[src/rtl/sod_pkg.sv]
// shared types and constants for the sequencer ordered delivery block
package sod_pkg;

  // result kinds
  typedef enum logic [1:0] {
    KIND_DELIVER = 2'd0,
    KIND_ACK     = 2'd1,
    KIND_DROP    = 2'd2,
    KIND_NO_WAIT = 2'd3
  } kind_e;

  // input opcodes
  localparam logic OP_DATA = 1'b0;
  localparam logic OP_ACK  = 1'b1;

  // configuration register indexes
  localparam logic [1:0] CFG_NODE_ID    = 2'd0;
  localparam logic [1:0] CFG_NODE_COUNT = 2'd1;

  // node id of the sequencer
  localparam logic [2:0] SEQUENCER_ID = 3'd0;

  typedef struct packed {
    logic        opcode;
    logic [2:0]  sender_id;
    logic [31:0] seq_number;
    logic [31:0] ack_number;
  } in_t;

  typedef struct packed {
    kind_e       kind;
    logic [2:0]  out_sender;
    logic [31:0] out_seq;
    logic [31:0] order_number;
    logic        last;
  } out_t;

  // one ordered queue entry
  typedef struct packed {
    logic [2:0]  sender;
    logic [31:0] seq;
    logic [7:0]  mask;
  } entry_t;

  // control broadcast to every queue cell
  typedef struct packed {
    logic        sweep;
    logic        strict;
    logic [7:0]  clr;
    logic        shift;
    logic [31:0] ack;
    logic [31:0] base;
  } cell_ctl_t;

endpackage

[src/rtl/sod_cell.sv]
// one ordered queue cell: holds an entry, clears pending bits, shifts toward the head
module sod_cell #(
  parameter int CELL_IDX = 0
) (
  input  logic               clk_i,
  input  sod_pkg::cell_ctl_t ctl_i,
  input  logic               wr_en_i,
  input  sod_pkg::entry_t    wr_entry_i,
  input  sod_pkg::entry_t    nb_entry_i,
  output sod_pkg::entry_t    entry_o
);
  import sod_pkg::*;

  entry_t      entry_q, entry_d;
  logic [31:0] pos;
  logic        hit;

  // absolute position of this cell against the ack
  assign pos = ctl_i.base + 32'(CELL_IDX);
  assign hit = ctl_i.strict ? (pos < ctl_i.ack) : (pos <= ctl_i.ack);

  // next entry
  always_comb begin
    entry_d = entry_q;
    if (wr_en_i) begin
      entry_d = wr_entry_i;
    end else if (ctl_i.shift) begin
      entry_d = nb_entry_i;
    end else if (ctl_i.sweep && hit) begin
      entry_d.mask = entry_q.mask & ~ctl_i.clr;
    end
  end

  always_ff @(posedge clk_i) begin
    entry_q <= entry_d;
  end

  assign entry_o = entry_q;
endmodule

[config.mk]
export PLATFORM = sky130hd
export DESIGN_NAME = sod_cell
export DESIGN_NICKNAME = d
export VERILOG_FILES = /design/src/rtl/sod_pkg.sv /design/src/rtl/sod_cell.sv
export SDC_FILE = /design/constraint.sdc
export NUM_CORES = 1
export LEC_CHECK = 0
export BUFFER_PORTS_ARGS = -buffer_cell sky130_fd_sc_hd__buf_2
export CORE_ASPECT_RATIO = 1.1
export CORE_MARGIN = 1.5
export CORE_UTILIZATION = 30
export DETAILED_ROUTE_END_ITERATION = 16
export SKIP_CTS_REPAIR_TIMING = 1
export SLEW_MARGIN = 20
export SYNTH_ARGS = -nofsm -noshare
export SYNTH_HDL_FRONTEND = slang
export SYNTH_SLANG_ARGS = --single-unit
[constraint.sdc]
create_clock -name clk_i -period 3 [get_ports clk_i]
set_input_delay 0.3 -clock clk_i [delete_from_list [all_inputs] [get_ports clk_i]]
set_output_delay 0.3 -clock clk_i [all_outputs]
set_load 0.005 [all_outputs]
Word level (Yosys, flattened, before mapping)
Cells that the tools add are included.
Widths: inputs -> output; s select.
- register bits: 43
- bits of input ports: 163
- output and inout bits: 43
- word-level logic and storage cells: 15
- order comparisons: 2
- muxes and demuxes: 5
- bitwise gates (word level): 2
- reduce and logical (&&, ||, !) cells: 3
- operators by type and width (operator ; number):
    $mux 43 ; 1
    $mux 35 ; 1
    $le 32x32->1 ; 1
    $lt 32x32->1 ; 1
    $mux 8 ; 2
    $and 8x8->8 ; 1
    $not 8->8 ; 1
    $reduce_bool 3->1 ; 1
    $reduce_bool 2->1 ; 1
    $logic_and 1x1->1 ; 1
    $mux 1 ; 1

Depth between registers and ports, before layout
- word-level depth: 6
- depth in mapped cells: 7
- mapped depth without buffers: 7

Least setup slack after synthesis
No wires, ideal clock.
- path kind: input to register
- start point: input port ctl_i[62] in the netlist's numbering
- end point: register entry_q, in the netlist entry_o[0] (enable)
- library setup time: 0.376 ns
- arrival: 1.912 ns
- data required time: 2.624 ns
- setup slack: 0.712 ns
- cell stages on the path: 7
- buffers on the path: 0
- cell sequence: inv_1 ha_1 a21oi_1 nand2_1 a211o_1 a2111o_1 o211ai_1
- longest elaborated chain between the ends: 4
- elaborated cells between the ends (all ways): 5
- those cells by class: order compare: 2; mux: 1; reduce/logical: 2
- ends and longest elaborated chain (what ; RTL line ; source):
    start, declared ; sod_cell.sv:6 ; input sod_pkg::cell_ctl_t ctl_i,
    $le 32x32->1 or $lt 32x32->1 (tied branches) ; sod_cell.sv:20 ; assign hit = ctl_i.strict ? (pos < ctl_i.ack) : (pos <= ctl_i.ack);
    $mux 1 (*) ; sod_cell.sv:20 ;
    $logic_and 1x1->1 (*) ; sod_cell.sv:29 ; end else if (ctl_i.sweep && hit) begin
    $reduce_bool 3->1 (no line) (*) ; n/a ;
    end signal, assigned ; sod_cell.sv:35 ; entry_q <= entry_d;
    end, declared ; sod_cell.sv:14 ; entry_t entry_q, entry_d;
Every way passes the cells marked *; elsewhere a longest branch is shown, timed or not.
A chain may end at the register's enable or synchronous reset.

Worst setup path in the final report
- start point: input port ctl_i[30] in the netlist's numbering
- end point: register entry_q, in the netlist entry_o[4] (enable)
Same word-level chain as after synthesis.

==> results.yml <==
clocking:
  path_clk_slew_ns: 0.08
  cts_buffers: 5
  cts_buffer_depth: 2
  clk_latency_ns: 0.28
  htreeDepth: 2
  cts_sinks: 43
  clockRootBuffer: "clkbuf_8"
  cts_tree: "yes"
grt:
  antenna_found_initial: 0
  globalRouteOverflowTotal: 0
  grt.total_usage_pct: 13.9
  grt_pass1_vias: 2299
  grt_pass1_wl_um: 10400
  grt_max_degree: 34
yosys:
  synth.yosys.seq_area_share_pct: 47.6
  ys_top_cells_by_area: "edfxtp_1 (48%), ha_1 (15%), mux2_2 (15%)"
  synthDistinctLibCells: 22
  yosysTopAreaCellShare_pct: 47.6
  synth_area_mm2: 0.00271
  syn_inst: 237
  ys.warnings.count: 0
  yosysTopAreaCell: "edfxtp_1"
  ys_ff_latch: 43
  yosysMostFrequentCell: "edfxtp_1"
  synthTopCellsByCount: "edfxtp_1 (43), inv_1 (35), mux2_2 (35)"
  synth_ff_type: "edfxtp_1"
  async_flop_share_pct: 0
  syn_nets: 432
  synth-edff-count: 43
  avgSynthCellArea_um2: 11.4
finish:
  antenna-diode-count: 0
  syn_to_final_growth_pct: 46.4
  largest_reg_flops: 43
  nNetsFinal: 640
  layout-drive-gt1-share_pct: 56.5
  fin_area_mm2: 0.00397
  final_cells: 560
placement:
  dp_cells: 552
  io_buffers: 205
  placed_area_mm2: 0.00388
  globalplace.congestion: 0.769
  dpl_worst_slack_ns: 0.750
  dp_hpwl_um: 6170
hold_path:
  holdPathStages: 3
  hp-class: "in -> reg"
floorplan:
  die-area_mm2: 0.00962
  io_pins: 206
  coreArea_mm2: 0.00883
  initial_utilization_pct: 30.7
  num_rows: 36
  die_h_um: 103
  die_x_um: 93.7
timing:
  min_period_ns: 1.93
  finalSetupViolCount: 0
  finalMaxSlewViolations: 0
  setup_tns_ns: 0
  finalHoldViolations: 0
  fmax_ghz: 0.519
  skew_ns: 0
  worstMarginPinSlew_ns: 0.409
  setup_ws_ns: 1.07
  min_period_over_period_pct: 64.2
  relSlewSlack_pct: 72.7
  rsz0062_at_grt: "false"
worst_setup_path:
  critPathLaunchType: "primary input"
  crit_required_ns: 3.00
  worst_r2r_path_depth: 3
  end_kind: "flop"
  worst-setup-path-type: "in -> reg"
  cp_data_arrival_time_ns: 1.93
  cp_max_fo: 8
power:
  p_per_area_mw_per_mm2: 374
  ir_worst_vdd_mv: 0.195
  p_leak_nw: 2.02
drt:
  post_drt_wl_per_cell_um: 12.8
  vias: 2485
  drt-pass1-iter-count: 3
  drt_iter0_markers: 68
  avgViaCountPerCell: 4.44
  drc: 0
  drtAntennaViolNets: 0
  totalWireLength_um: 7140
status:
  outcome: "completed"
run:
  drv_cap: 0
==> cells in the final DEF (no fill, tap or decap), drive strengths merged <==
master / synthesis / final
a2111o: 2 / 2
o21ai: 11 / 11
edfxtp: 43 / 43
a211o: 1 / 1
a21oi: 21 / 21
nand2: 15 / 15
nor3: 3 / 3
o211ai: 2 / 2
nor2: 3 / 3
nand4: 8 / 8
inv: 35 / 36
buf: 3 / 209
mux2: 35 / 35
a211oi: 1 / 1
a31oi: 1 / 1
nand3: 4 / 4
clkbuf: 5 / 5
clkinvlp: 0 / 2
nor2b: 1 / 1
nor3b: 8 / 8
a22oi: 1 / 1
a21o: 2 / 2
ha: 32 / 32
==> metrics by stage <==
stage | util, % | hold slack, ns | power (mW)
3_5_place_dp | 43.9 | 0.585 | 1.14
2_1_floorplan | - | 0.491 | 0.927
6_report | 45.0 | 0.294 | 1.49
5_1_grt | 45.0 | 0.288 | 1.58
3_3_place_gp | 43.9 | 0.580 | 1.13
4_1_cts | 45.0 | 0.279 | 1.51
==> worst paths after layout <==
path           endpoint  slack [ns]           from
max reg2reg  entry_o[5]        1.94     entry_o[5]
min          entry_o[7]        0.29  wr_entry_i[7]
min reg2reg  entry_o[3]        0.83     entry_o[3]
max          entry_o[4]        1.07      ctl_i[30]
==> cell families after synthesis <==
kind of cell	synth area share [%]
buf+inv	6.09
fa+ha+maj	14.8
compound gates	8.95
simple gates	8.07
flops	47.6
mux	14.5
==> critical path: stages <==
cell      delay, ns
buf_2          0.10
ha_1           0.32
a21oi_1        0.16
nand2_1        0.07
a211o_1        0.29
a2111o_1       0.33
o211ai_1       0.17
buf_4          0.20
==> where the power goes <==
part           switching (mW)  internal [mW]  total [mW]
Sequential             0.0170          0.737       0.754
Combinational           0.159          0.202       0.361
Clock                   0.204          0.166       0.370
Total                   0.380           1.11        1.49
==> routing by layer <==
layer / vias up / wire length (um) / global-route usage [%]
li1: 1279 / - / -
met1: 1062 / 2790 / 15.2
met2: 142 / 3590 / 26.9
met3: 2 / 732 / 3.83
met4: 0 / 25 / 2.87
met5: - / 0 / 0
==> area by class of cell <==
cell class | count | area, um^2
inverter | 35 | 131
clock inverter | 3 | 23.8
tap | 114 | 143
clock buffer | 5 | 68.8
multi-input combinational | 151 | 1260
fill | 852 | 4860
sequential | 43 | 1290
timing repair buffer | 209 | 1060
Note: power is estimated with default switching activity, not from simulation.
